## src/sv/bfq_pkg.sv

```systemverilog
`default_nettype none
package bfq_pkg;

    localparam int VALUE_W   = 64;
    localparam int EXP_W     = 11;
    localparam int FRAC_W    = 52;
    localparam int SUM_W     = 18;
    localparam int CFG_IDX_W = 2;
    localparam int CFG_DAT_W = 6;

    localparam logic [EXP_W-1:0] EXP_MIDPOINT = 11'd1023;
    localparam logic [EXP_W-1:0] EXP_ALL_ONES = 11'h7ff;
    localparam logic [EXP_W-1:0] FIXED_CENTER = 11'd1024;

    localparam logic [CFG_IDX_W-1:0] CFG_EXP_BITS    = 2'd0;
    localparam logic [CFG_IDX_W-1:0] CFG_FRAC_BITS   = 2'd1;
    localparam logic [CFG_IDX_W-1:0] CFG_CENTER_MODE = 2'd2;

    localparam logic [1:0] MODE_AVERAGE = 2'd0;
    localparam logic [1:0] MODE_FIXED   = 2'd1;

    typedef enum logic [2:0] {
        ST_LOAD,
        ST_DIV_START,
        ST_DIV_WAIT,
        ST_BOUNDS,
        ST_EMIT
    } bfq_state_t;

    typedef struct packed {
        logic             done;
        logic [SUM_W-1:0] quotient;
    } div_status_t;

endpackage
`default_nettype wire

```

## src/sv/bfq_cell.sv

```systemverilog
`default_nettype none
module bfq_cell
    import bfq_pkg::*;
#(
    parameter int W = 64
) (
    input  wire logic         clk,
    input  wire logic         load_en,
    input  wire logic         shift_en,
    input  wire logic [W-1:0] load_data,
    input  wire logic [W-1:0] next_data,
    output logic      [W-1:0] data
);

    logic [W-1:0] data_reg;
    logic [W-1:0] data_next;

    // shift towards the head wins over a load; the two never coincide
    always_comb
    begin
        data_next = data_reg;
        if (shift_en)
        begin
            data_next = next_data;
        end
        else if (load_en)
        begin
            data_next = load_data;
        end
    end

    always_ff @(posedge clk)
    begin
        data_reg <= data_next;
    end

    assign data = data_reg;

endmodule
`default_nettype wire

```

## config.mk

```make
export PLATFORM = sky130hd
export DESIGN_NAME = bfq_cell
export DESIGN_NICKNAME = d
export VERILOG_FILES = /design/src/sv/bfq_pkg.sv /design/src/sv/bfq_cell.sv
export SDC_FILE = /design/constraint.sdc
export NUM_CORES = 1
export LEC_CHECK = 0
export BUFFER_PORTS_ARGS = -buffer_cell sky130_fd_sc_hd__buf_4
export CORE_MARGIN = 2
export CORE_UTILIZATION = 42
export DETAILED_ROUTE_END_ITERATION = 7
export PLACE_DENSITY = 0.8
export SETUP_SLACK_MARGIN = 0.1
export SLEW_MARGIN = 20
export SYNTH_ARGS = -nofsm -noshare
export SYNTH_HDL_FRONTEND = slang
export SYNTH_SLANG_ARGS = --single-unit
```

## constraint.sdc

```tcl
create_clock -name clk -period 3.2 [get_ports clk]
set_input_delay 0.32 -clock clk [delete_from_list [all_inputs] [get_ports clk]]
set_output_delay 0.32 -clock clk [all_outputs]
set_load 0.01 [all_outputs]
```

==> results.toml <==
[cts]
cts.htree.levels = 3
cts.sinks = 64
cts-root-buf = "clkbuf_8"
cts.clk_slew.worst_paths_ps = 70
ctsResizeCount = 0
postCtsSetupBuffers = 0
clk_path_buf_depth = 2
cts_tree = "yes"
cts_inserted_buffers = 9
hold_buffers = 0

[synthesis]
async_flop_share = 0
yosys_register_bits = 64
yosysUniqueCellTypes = 6
synth_nets = 267
yosysWarnings = 0
synth_top_area_frac = 0.661
avgSynthCellArea_um2 = 21.4
netlist_instances = 136
synth_top_cell_by_area = "edfxtp_1"
syn_area_um2 = 2910
yosysMostFrequentCell = "edfxtp_1"
synth_edf_count = 64
seq_area_frac_synth = 0.661
synth_common_cells = "edfxtp_1, mux2_4, mux2_2"
ys_top_cells_by_area = "edfxtp_1, mux2_4, mux2_2"
synth_ff_type = "edfxtp_1"

[worst_hold_path]
hp-class = "primary input to register"

[placed_design]
placed_cells = 407
post-dp-hpwl_um = 5970
gp_congestion = 0.815
io_buffer_count = 194

[final_layout]
diodes = 0
area_growth_pct = 58.6
drive_gt1_frac = 0.804
largest_register_ffs = 64
utilization = 0.682
fin_cells = 422
layout.nets = 469

[setup_path]
cp_max_fo = 25
crit_type = "primary input to register"
required_ps = 3210
worstPathArrival_ps = 1490
startpoint_type = "primary input"
crit_path_end_kind = "register"

[floorplan]
die_area_um2 = 7600
num_rows = 30
die_h_um = 87.2
design.portCount = 195
initial_core_util = 0.430
core-area_um2 = 6760
die_x_um = 87.2

[global_route]
grt_pass1_wl_um = 10500
antenna_found_initial = 0
gr-usage-all-layers = 0.194
grt_max_degree = 30
grt_pass1_vias = 2109
grt_overflow_total = 0

[timing]
drv_slew = 0
grt_setup_unrepaired = "false"
max_freq_ghz = 0.677
finalHoldViolations = 0
setup_viol = 0
period_minus_slack_ps = 1480
finalHoldWorstSlack_ps = 282
slew_headroom = 0.717
worst_slew_pin_slew_ps = 425
tns_ps = 0
min_period_over_period = 0.461

[power]
p_per_area_nw_per_um2 = 466
ir_worst_vdd_mv = 0.297
power.leakage_nw = 2.16

[job]
cap_violations = 0

[route]
drt-initial-drc-count = 48
drc = 0
wl_um = 7430
ant_nets = 0
avgRoutedWirePerCell_um = 17.6
vias = 2020
first_pass_iters = 4
via_per_inst = 4.79

[status]
status = "finished, final reports clean"
-- cell usage in the layout (no fill, tap or decap) --
cell type    n
buf_12       1
mux2_2      15
clkbuf_8     9
buf_4      197
mux2_4      49
clkinv_1     3
bufinv_16    1
edfxtp_1    64
or2_2        1
clkinv_2     2
-- worst paths after layout --
check / start / endpoint / slack (ps) / depth (start not counted)
worst max-delay path: shift_en / data[6] / 1720 / 3
worst min-delay path: next_data[19] / data[19] / 280 / 2
-- cells by family after synthesis --
logic type	count (synthesis)	synth area share
and+or+nand+nor	1	0.00215
muxes	64	0.311
buffers and inverters	7	0.0250
DFF	64	0.661
-- worst max-delay path, stage by stage --
cell and delay [ps]:
buf_4 330, or2_2 460, buf_4 360
-- per-layer routing --
| metal | GRT usage | part of all wire |
|---|---|---|
| met3 | 0.0787 | 0.093 |
| met5 | 0 | 0 |
| met1 | 0.188 | 0.31 |
| met4 | 0.108 | 0.028 |
| met2 | 0.347 | 0.56 |
-- layout make-up --
cell class | count | area (µm²)
Clock inverter | 6 | 51.3
Fill cell | 505 | 2150
Sequential cell | 64 | 1920
Tap cell | 80 | 100
Timing Repair Buffer | 198 | 1500
Clock buffer | 9 | 124
Multi-Input combinational cell | 65 | 911
-- where the power goes --
part | internal, W | total (W) | switching [W]
logic | 0.000294 | 0.000455 | 0.000162
clock network | 0.000345 | 0.000633 | 0.000288
registers | 0.00103 | 0.00106 | 0.0000272
total | 0.00167 | 0.00215 | 0.000477
-- through the flow --
| stage | power, W | worst slack, ps | area (µm²) |
|---|---|---|---|
| after floorplan | 0.00126 | 706 | 2910 |
| after global placement | 0.00153 | 1390 | 4430 |
| after detailed placement | 0.00154 | 1350 | 4430 |
| after CTS | 0.00218 | 1720 | 4610 |
| after global routing | 0.00224 | 1650 | 4610 |
| final | 0.00215 | 1720 | 4610 |
(Power assumes the default switching activity.)
