===== src/sv/bfq_pkg.sv =====
`default_nettype none
package bfq_pkg;

    localparam int VALUE_W   = 64;
    localparam int EXP_W     = 11;
    localparam int FRAC_W    = 52;
    localparam int SUM_W     = 18;
    localparam int CFG_IDX_W = 2;
    localparam int CFG_DAT_W = 6;

    localparam logic [EXP_W-1:0] EXP_MIDPOINT = 11'd1023;
    localparam logic [EXP_W-1:0] EXP_ALL_ONES = 11'h7ff;
    localparam logic [EXP_W-1:0] FIXED_CENTER = 11'd1024;

    localparam logic [CFG_IDX_W-1:0] CFG_EXP_BITS    = 2'd0;
    localparam logic [CFG_IDX_W-1:0] CFG_FRAC_BITS   = 2'd1;
    localparam logic [CFG_IDX_W-1:0] CFG_CENTER_MODE = 2'd2;

    localparam logic [1:0] MODE_AVERAGE = 2'd0;
    localparam logic [1:0] MODE_FIXED   = 2'd1;

    typedef enum logic [2:0] {
        ST_LOAD,
        ST_DIV_START,
        ST_DIV_WAIT,
        ST_BOUNDS,
        ST_EMIT
    } bfq_state_t;

    typedef struct packed {
        logic             done;
        logic [SUM_W-1:0] quotient;
    } div_status_t;

endpackage
`default_nettype wire


===== src/sv/bfq_div.sv =====
`default_nettype none
module bfq_div
    import bfq_pkg::*;
#(
    parameter int DIVISOR_W = 7
) (
    input  wire logic                 clk,
    input  wire logic                 rst_n,
    input  wire logic                 start,
    input  wire logic [SUM_W-1:0]     dividend,
    input  wire logic [DIVISOR_W-1:0] divisor,
    output div_status_t               status
);

    localparam int STEP_W = $clog2(SUM_W + 1);

    logic                 busy_reg,  busy_next;
    logic                 done_reg,  done_next;
    logic [STEP_W-1:0]    step_reg,  step_next;
    logic [SUM_W-1:0]     quo_reg,   quo_next;
    logic [DIVISOR_W-1:0] rem_reg,   rem_next;

    // restoring division, one quotient bit a cycle
    always_comb
    begin
        logic [DIVISOR_W:0] rem_sh;
        logic               ge;
        rem_sh    = {rem_reg, quo_reg[SUM_W-1]};
        ge        = (rem_sh >= {1'b0, divisor});
        busy_next = busy_reg;
        done_next = 1'b0;
        step_next = step_reg;
        quo_next  = quo_reg;
        rem_next  = rem_reg;
        if (start)
        begin
            busy_next = 1'b1;
            step_next = '0;
            quo_next  = dividend;
            rem_next  = '0;
        end
        else if (busy_reg)
        begin
            quo_next  = {quo_reg[SUM_W-2:0], ge};
            rem_next  = ge ? DIVISOR_W'(rem_sh - {1'b0, divisor}) : rem_sh[DIVISOR_W-1:0];
            step_next = step_reg + STEP_W'(1);
            if (step_reg == STEP_W'(SUM_W - 1))
            begin
                busy_next = 1'b0;
                done_next = 1'b1;
            end
        end
    end

    always_ff @(posedge clk or negedge rst_n)
    begin
        if (!rst_n)
        begin
            busy_reg <= 1'b0;
            done_reg <= 1'b0;
            step_reg <= '0;
        end
        else
        begin
            busy_reg <= busy_next;
            done_reg <= done_next;
            step_reg <= step_next;
        end
    end

    always_ff @(posedge clk)
    begin
        quo_reg <= quo_next;
        rem_reg <= rem_next;
    end

    assign status.done     = done_reg;
    assign status.quotient = quo_reg;

endmodule
`default_nettype wire


===== config.mk =====
export PLATFORM = sky130hd
export DESIGN_NAME = bfq_div
export DESIGN_NICKNAME = d
export VERILOG_FILES = /design/src/sv/bfq_pkg.sv /design/src/sv/bfq_div.sv
export SDC_FILE = /design/constraint.sdc
export NUM_CORES = 1
export LEC_CHECK = 0
export BUFFER_PORTS_ARGS = -buffer_cell sky130_fd_sc_hd__buf_2
export CORE_ASPECT_RATIO = 0.6
export CORE_MARGIN = 4
export CORE_UTILIZATION = 25
export DETAILED_ROUTE_END_ITERATION = 10
export SLEW_MARGIN = 15
export SYNTH_ARGS = -nofsm -noshare
export SYNTH_HDL_FRONTEND = slang
export SYNTH_SLANG_ARGS = --single-unit

===== constraint.sdc =====
create_clock -name clk -period 3.2 [get_ports clk]
set_clock_uncertainty 0.1 [all_clocks]
set_input_delay 0 -clock clk [delete_from_list [all_inputs] [get_ports clk]]
set_output_delay 0 -clock clk [all_outputs]
set_load 0.02 [all_outputs]

==> results.cfg, run 1 <==
[route]
dr.pass1.iters = 4
drc_errors = 0
wire_per_inst_um = 12.72
ant_nets = 0
drt_iter0_drc = 61
routed_wl_mm = 4.311
num_vias = 1463
viasPerCell = 4.316

[die]
core_area_um2 = 7357
initial_utilization_pct = 26.07
io_pins = 47
fp-row-count = 24
die_y_um = 75.85
die_area_um2 = 9184
die_x_um = 121.1

[power]
pwr-share-comb_pct = 34.2
seqPwrFrac_pct = 33.8
pwr-share-clk_pct = 32.0
power.switching_uw = 515.0
cellPowerDensity_nw_per_um2 = 641.6
p_leak_uw = 0.001102
p_sw_share_pct = 31.27
peakVddDrop_v = 0.0002143
p_int_uw = 1132

[setup_path]
path_buf_inv = 1
cp_cell_sequence = inv_1 > ha_1 > fa_1 > nand2b_1 > a211o_1 > and3_1 > a311oi_2
cp.required_ns = 3.29
crit_type = register to register
cp-start-kind = register
cp_slowest_cell = fa_1
crit_fanout = 9
cp_top_family = compound AO/OA/AOI/OAI gates
cp.arrival_ns = 2.46
critPathMaxStageDelay_ns = 0.42
cp-end-kind = register

[synthesis]
synth_area_per_cell_um2 = 11.15
synth_ff_type = edfxtp_1
synth_edf_count = 18
synth_commonest_cells = 18 x edfxtp_1, 17 x mux2_2, 13 x inv_1, 13 x nor2_1, 9 x ha_1
netlist.area_leader.share_pct = 28.18
yosysMostFrequentCell = edfxtp_1
syn_area_um2 = 1918
seq_area_frac_synth_pct = 44.62
synthTopCellsByArea = edfxtp_1 28%, mux2_2 10%, dfrtp_1 9.1%
ys_ff_latch = 32
synth_area_leader_cell = edfxtp_1
ys_async_sr_fraction_pct = 21.88
synth_fp_nets = 210
yosysWarningCount = 0
netlist-cell-type-count = 47
synth_cells = 172

[clock_tree]
hold_buffers = 19
cts_made_buffers = 5
clkLatencyLatePin_ns = 0.27
cts_tree = done
root_buffer = clkbuf_16
cts_buffer_depth = 2
cts_setup_buffers = 0
ctsResizeCount = 0
clkSinkCount = 32
cts.clk_slew.worst_paths_ns = 0.05
htreeDepth = 2

[global_route]
grtUsageTotal_pct = 10.07
grt_pass1_vias = 1412
grt_max_degree = 40
antenna_found_initial = 0
overflow = 0
grt_first_pass_wirelength_mm = 7.224

[timing]
max_freq_mhz = 422.2
finalHoldViolCount = 2
holdWs_ns = -0.0003532
rsz0062_at_grt = no
maxSlewViolCount = 0
tns_ns = 0
setup_viol = 0
maxSlewHeadroom_pct = 51.02
period_needed_ns = 2.368
timing.final.crit_share_pct = 74.01
tightest_slew_ns = 0.7347

[finish]
largest_reg_flops = 18
areaGrowthSynthToFinish_pct = 33.86
fill_cells = 746
drive_above_1_share_pct = 34.04
multiInputGateArea_um2 = 942.2
diodes = 0
seq_area_um2 = 855.8
final_cell_area_um2 = 2567
num-nets-final = 272

[placement]
place.gp.congestion = 0.7323
dpl.hpwl_mm = 3.055
place_area_um2 = 2215
io_buffers = 46

[status]
violations = hold timing
outcome = finished with violations

[flow_run]
maxCapViolCount = 0

[worst_hold_path]
hp-class = input pin to asynchronous set/reset pin
## layout by cell type (no fill, tap or decap), types with 4 or more instances in the layout
master,count
a41oi_1,4
buf_2,46
clkbuf_16,5
dfrtp_1,7
dfxtp_1,7
dlygate4sd3_1,19
edfxtp_1,18
ha_1,9
inv_1,13
mux2_2,17
nand2_1,7
nand4_1,4
nor2_1,13
nor2b_1,4
nor3b_1,6
o21ai_0,5
## power by group through the flow
stage	clock, uW	combinational (uW)	sequential (uW)
4_1_cts	536	564	557
6_report	528	563	556
2_1_floorplan	0	401	590
3_5_place_dp	0	543	562
3_3_place_gp	0	539	562
5_1_grt	561	630	565
## area by class of cell
| cell class | instances | share of cell area [%] |
|---|---|---|
| clock buffer | 5 | 4.873 |
| clock inverter | 3 | 1.462 |
| inverter | 13 | 1.901 |
| multi-input combinational | 116 | 36.70 |
| timing repair buffer | 66 | 16.67 |
| sequential | 32 | 33.33 |
| tap | 104 | 5.068 |
## cell families after synthesis
kind of cell | count (synthesis) | share of synthesized area, %
and+or+nand+nor | 48 | 13.96
xor gates and xnor gates | 6 | 2.740
AOI/OAI and AO/OA | 34 | 15.00
adders and majority gates | 10 | 6.915
buffers and inverters | 24 | 6.262
muxes | 18 | 10.50
DFF | 32 | 44.62
## worst paths after layout
kind | endpoint | cells after the start | startpoint | slack, ns
max in group asynchronous | step_reg[3] | 2 | rst_n | 2.84
min | step_reg[0] | 2 | rst_n | -0.0004
min reg2reg | rem_reg[2] | 2 | rem_reg[1] | 0.42
min in group clk | rem_reg[1] | 4 | divisor[1] | 0.16
max | rem_reg[0] | 7 | quo_reg[17] | 0.83
max reg2reg | rem_reg[0] | 7 | quo_reg[17] | 0.83
## layer usage
metal | global-route usage, % | share of wire (%) | vias to the layer above
met2 | 13.22 | 39 | 38
met5 | 0 | 0 | -
met3 | 3.709 | 7.3 | 2
met4 | 2.261 | 0.46 | 0
met1 | 15.33 | 53 | 673
li1 | - | - | 750
## metrics by stage
| stage | utilization [%] | std cells | power [uW] | worst slack, ns |
|---|---|---|---|---|
| global placement | 30.10 | 312 | 1100 | 0.9128 |
| floorplan | - | 172 | 991.4 | 0.8185 |
| global route | 34.90 | 339 | 1757 | 0.6911 |
| CTS | 34.90 | 339 | 1656 | 0.8111 |
| finish | 34.90 | 339 | 1647 | 0.8316 |
| detailed placement | 30.10 | 312 | 1105 | 0.8363 |
Note: power is estimated with default switching activity, not from simulation.
==> run 2, diff against run 1 <==
clock period = 1.9 ns   (was 3.2 ns; I/O delays follow)
==> results.cfg, run 2 (synthesized netlist as in run 1, its figures left out) <==
[setup_path]
cp.arrival_ns = 2.11
crit_fanout = 6
critPathMaxStageDelay_ns = 0.36
crit_start = quo_reg[17]
cp_slowest_cell = edfxtp_1
cp_cell_sequence = inv_2 > ha_4 > fa_2 > nand2b_4 > a211o_1 > and3_4 > a311oi_2
crit_type = register to register
cp-start-kind = register
cp-end-kind = register
rrSetupSlack_ns = -0.12
rr_worst_depth = 7
r2r-start = quo_reg[17]
cp.required_ns = 1.99

[power]
p_sw_share_pct = 31.83
pwr-share-comb_pct = 39.3
peakVddDrop_v = 0.0004174
p_leak_uw = 0.001225
pwr-share-clk_pct = 29.8
cellPowerDensity_nw_per_um2 = 1075
power.switching_uw = 966.5
seqPwrFrac_pct = 31.0
p_int_uw = 2070

[route]
drc_errors = 0
viasPerCell = 4.442
drt_iter0_drc = 38
dr.pass1.iters = 4
ant_nets = 0
routed_wl_mm = 4.808
wire_per_inst_um = 13.36
num_vias = 1599

[clock_tree]
clkLatencyLatePin_ns = 0.27
cts_buffer_depth = 2
cts_tree = done
root_buffer = clkbuf_16
cts_made_buffers = 5
cts.clk_slew.worst_paths_ns = 0.05
clkSinkCount = 32
htreeDepth = 2

[global_route]
grt_first_pass_wirelength_mm = 7.914
grt_max_degree = 29
grtUsageTotal_pct = 11.07
antenna_found_initial = 0
overflow = 0
grt_pass1_vias = 1553

[finish]
layout_commonest_cell = buf_2
final_cells = 360
final_cell_mix = 46 x buf_2, 20 x buf_4, 19 x dlygate4sd3_1
num-nets-final = 293
largest_reg_flops = 18
areaGrowthSynthToFinish_pct = 47.23
diodes = 0
drive_above_1_share_pct = 44.92

[timing]
max_freq_mhz = 494.1
maxSlewHeadroom_pct = 61.10
timing.final.ws_setup_ns = -0.1239
period_needed_ns = 2.024
tightest_slew_ns = 0.5835
rsz0062_at_grt = yes
holdWs_ns = -0.003757
finalHoldViolCount = 4
setup_viol = 8
timing.final.crit_share_pct = 106.5
maxSlewViolCount = 0
tns_ns = -0.7727

[placement]
dpl.hpwl_mm = 3.358
io_buffers = 46
place.gp.congestion = 0.7739
dp.cells = 328
pre_cts_ws_ns = -0.1545

[die]
initial_utilization_pct = 26.07
core_area_um2 = 7357
die_area_um2 = 9184
fp-row-count = 24
die_y_um = 75.85
io_pins = 47
die_x_um = 121.1

[flow_run]
maxCapViolCount = 0

[status]
outcome = finished with violations
violations = hold timing, setup timing

[worst_hold_path]
hp-class = input pin to asynchronous set/reset pin
## run 2: changes by cell type in the layout (fill, tap and decap cells not counted), moves of 2 or more
cell      before  now
a41oi_1        4    0
a41oi_2        0    4
buf_4          1   20
clkinv_1       2    0
o21ai_0        5    3
## run 2: cell type report
type                    instances  area, um2
clock buffers                   5      125.1
clock inverters                 3      42.54
fillers                       731       4533
inverters                      13      48.80
multi-input cells             116       1020
flip-flops and latches         32      855.8
well taps                     104      130.1
repair buffers                 87      601.8
## run 2: final timing paths
check | endpoint
max in group asynchronous | step_reg[2]
min in group clk | step_reg[0]
hold reg to reg | rem_reg[2]
setup reg to reg | rem_reg[0]
hold / removal | step_reg[1]
setup / recovery | rem_reg[0]
## run 2: what timing repair did
action	in CTS	in global routing
resized for setup	4	5
setup endpoints to repair	8	8
hold buffers	19	0
setup buffers	4	1
pin swaps	3	0
hold endpoints to repair	25	0
## run 2: metal layers
| metal | global-route usage [%] | wire [um] |
|---|---|---|
| met1 | 16.21 | 2475 |
| met2 | 15.50 | 1995 |
| met3 | 3.338 | 283 |
| met4 | 3.518 | 53 |
| met5 | 0 | 0 |
## run 2: per-stage QoR
step | total power, uW | cell area [um2] | hold slack, ns | utilization, %
3_3_place_gp | 2004 | 2375 | -0.2519 | 32.28
5_1_grt | 3232 | 2824 | 0.02882 | 38.38
6_report | 3036 | 2824 | -0.003757 | 38.38
4_1_cts | 3019 | 2786 | 0.009973 | 37.87
3_5_place_dp | 2016 | 2375 | -0.2494 | 32.28
2_1_floorplan | 1704 | 1946 | -0.3956 | -
## run 2: power groups by stage
stage	Combinational [uW]	Sequential (uW)	Clock [uW]
floorplan	709	994	0
global placement	1050	950	0
detailed placement	1060	953	0
CTS	1150	943	923
global route	1320	956	959
finish	1190	940	904
## run 2: critical path, delay by kind of cell, from the launching register on
family | cells | cell delay, ns
AO/OA/AOI/OAI | 2 | 0.55
flip-flops | 1 | 0.36
buffers and inverters | 1 | 0.06
adder cells (fa/ha/maj) | 2 | 0.50
AND/OR/NAND/NOR | 2 | 0.38
==> run 3, diff against run 2 <==
BUFFER_PORTS_ARGS = -buffer_cell sky130_fd_sc_hd__clkbuf_2   (was -buffer_cell sky130_fd_sc_hd__buf_2)
CAP_MARGIN = 20   (was not set)
CORE_MARGIN = not set   (was 4)
==> results.cfg, run 3 (synthesized netlist as in run 1, its figures left out) <==
[status]
outcome = finished with violations
violations = setup timing

[power]
seqPwrFrac_pct = 32.5
pwr-share-clk_pct = 26.5
cellPowerDensity_nw_per_um2 = 1042
p_int_uw = 1926
p_sw_share_pct = 33.58
peakVddDrop_v = 0.0003750
power.switching_uw = 973.8
p_leak_uw = 0.001216
pwr-share-comb_pct = 41.0

[global_route]
overflow = 0
antenna_found_initial = 0
grt_max_degree = 19
grt_first_pass_wirelength_mm = 7.472
grt_pass1_vias = 1502
grtUsageTotal_pct = 12.26

[route]
wire_per_inst_um = 12.97
dr.pass1.iters = 4
num_vias = 1534
ant_nets = 0
viasPerCell = 4.273
routed_wl_mm = 4.658
drt_iter0_drc = 56
drc_errors = 0

[setup_path]
r2r-start = quo_reg[17]
cp-start-kind = register
crit_type = register to register
crit_path_end = rem_reg[5]
cp-end-kind = register
rr_worst_depth = 8
cp.required_ns = 2.01
cp.arrival_ns = 2.14
rrSetupSlack_ns = -0.13
r2r-end = rem_reg[5]
crit_fanout = 7
crit_start = quo_reg[17]

[finish]
final_cell_mix = 46 x clkbuf_2, 20 x buf_4, 19 x dlygate4sd3_1
drive_above_1_share_pct = 44.71
largest_reg_flops = 18
multiInputGateArea_um2 = 1023
diodes = 0
fill_cells = 705
seq_area_um2 = 855.8
final_core_util_pct = 37.84
num-nets-final = 292
layout_commonest_cell = clkbuf_2
final_cell_area_um2 = 2784
areaGrowthSynthToFinish_pct = 45.14

[clock_tree]
cts_buffer_depth = 2
cts_tree = done
cts_made_buffers = 5
clkLatencyLatePin_ns = 0.27
clkSinkCount = 32
htreeDepth = 2
root_buffer = clkbuf_16
cts.clk_slew.worst_paths_ns = 0.05

[placement]
io_buffers = 46
dpl.hpwl_mm = 3.282
place_area_um2 = 2355
place.gp.congestion = 0.7917

[die]
fp-row-count = 24
die_y_um = 69.85
initial_utilization_pct = 26.07
core_area_um2 = 7357
die_x_um = 115.1
io_pins = 47
die_area_um2 = 8038

[timing]
maxSlewHeadroom_pct = 70.52
setup_viol = 8
finalHoldViolCount = 0
tightest_slew_ns = 0.4422
max_freq_mhz = 493.4
timing.final.crit_share_pct = 106.7
rsz0062_at_grt = yes
period_needed_ns = 2.027
timing.final.ws_setup_ns = -0.1268
maxSlewViolCount = 0

[flow_run]
maxCapViolCount = 0

[worst_hold_path]
hp-class = input pin to register
[run 3: critical path, cell delays in order, from the launching register on]
cell and delay, ns:
edfxtp_1 0.35, inv_2 0.06, ha_4 0.16, fa_2 0.35
nand2b_4 0.15, a211o_1 0.29, buf_6 0.16, a31o_4 0.25
o21ai_1 0.10
[run 3: per-layer routing]
metal  track usage [%]  wire, um  vias up
met5                 0         0        -
met4             3.030        17        0
met3             3.559       218        4
met2             16.60      1917       39
met1             18.69      2505      699
li1                  -         -      792
[run 3: cell type report]
class,instances,area share [%]
Sequential cell,32,30.74
Tap cell,104,4.674
Timing Repair Buffer,86,20.90
Clock inverter,3,0.6742
Clock buffer,5,4.494
Multi-Input combinational cell,116,36.76
Inverter,13,1.753
[run 3: through the flow]
| step | std cells | TNS [ns] | total power, uW | setup WS, ns | hold slack, ns |
|---|---|---|---|---|---|
| 2_1_floorplan | 172 | -2.266 | 1704 | -0.3630 | -0.3956 |
| 3_3_place_gp | 327 | -0.4920 | 1986 | -0.09696 | -0.2506 |
| 3_5_place_dp | 327 | -0.9020 | 1999 | -0.1534 | -0.2474 |
| 4_1_cts | 358 | -0.7984 | 2861 | -0.1281 | 0.01011 |
| 5_1_grt | 359 | -1.382 | 3066 | -0.2015 | 0.03644 |
| 6_report | 359 | -0.7673 | 2900 | -0.1268 | 0.01214 |
[run 3: worst min-delay path by stage]
stage | start | endpoint | slack, ns | depth (start not counted)
after floorplan | rst_n | busy_reg | -0.40 | 0
after global placement | rst_n | done_reg | -0.25 | 1
after detailed placement | rst_n | done_reg | -0.25 | 1
after CTS | start | step_reg[0] | 0.01 | 2
after global routing | rst_n | done_reg | 0.04 | 2
final | start | step_reg[0] | 0.01 | 2
[run 3: power by group through the flow]
stage / Clock [uW] / Sequential [uW] / Combinational (uW)
3_3_place_gp: 0 / 949 / 1040
5_1_grt: 817 / 958 / 1290
3_5_place_dp: 0 / 948 / 1050
4_1_cts: 790 / 938 / 1130
6_report: 769 / 941 / 1190
2_1_floorplan: 0 / 994 / 709
[run 3: timing repair]
| action | in CTS | in global routing |
|---|---|---|
| hold endpoints to repair | 25 | 0 |
| pin swaps | 2 | 0 |
| buffers inserted | 4 | 1 |
| resized for setup | 3 | 6 |
| setup endpoints to repair | 8 | 8 |
| hold buffers | 19 | 0 |
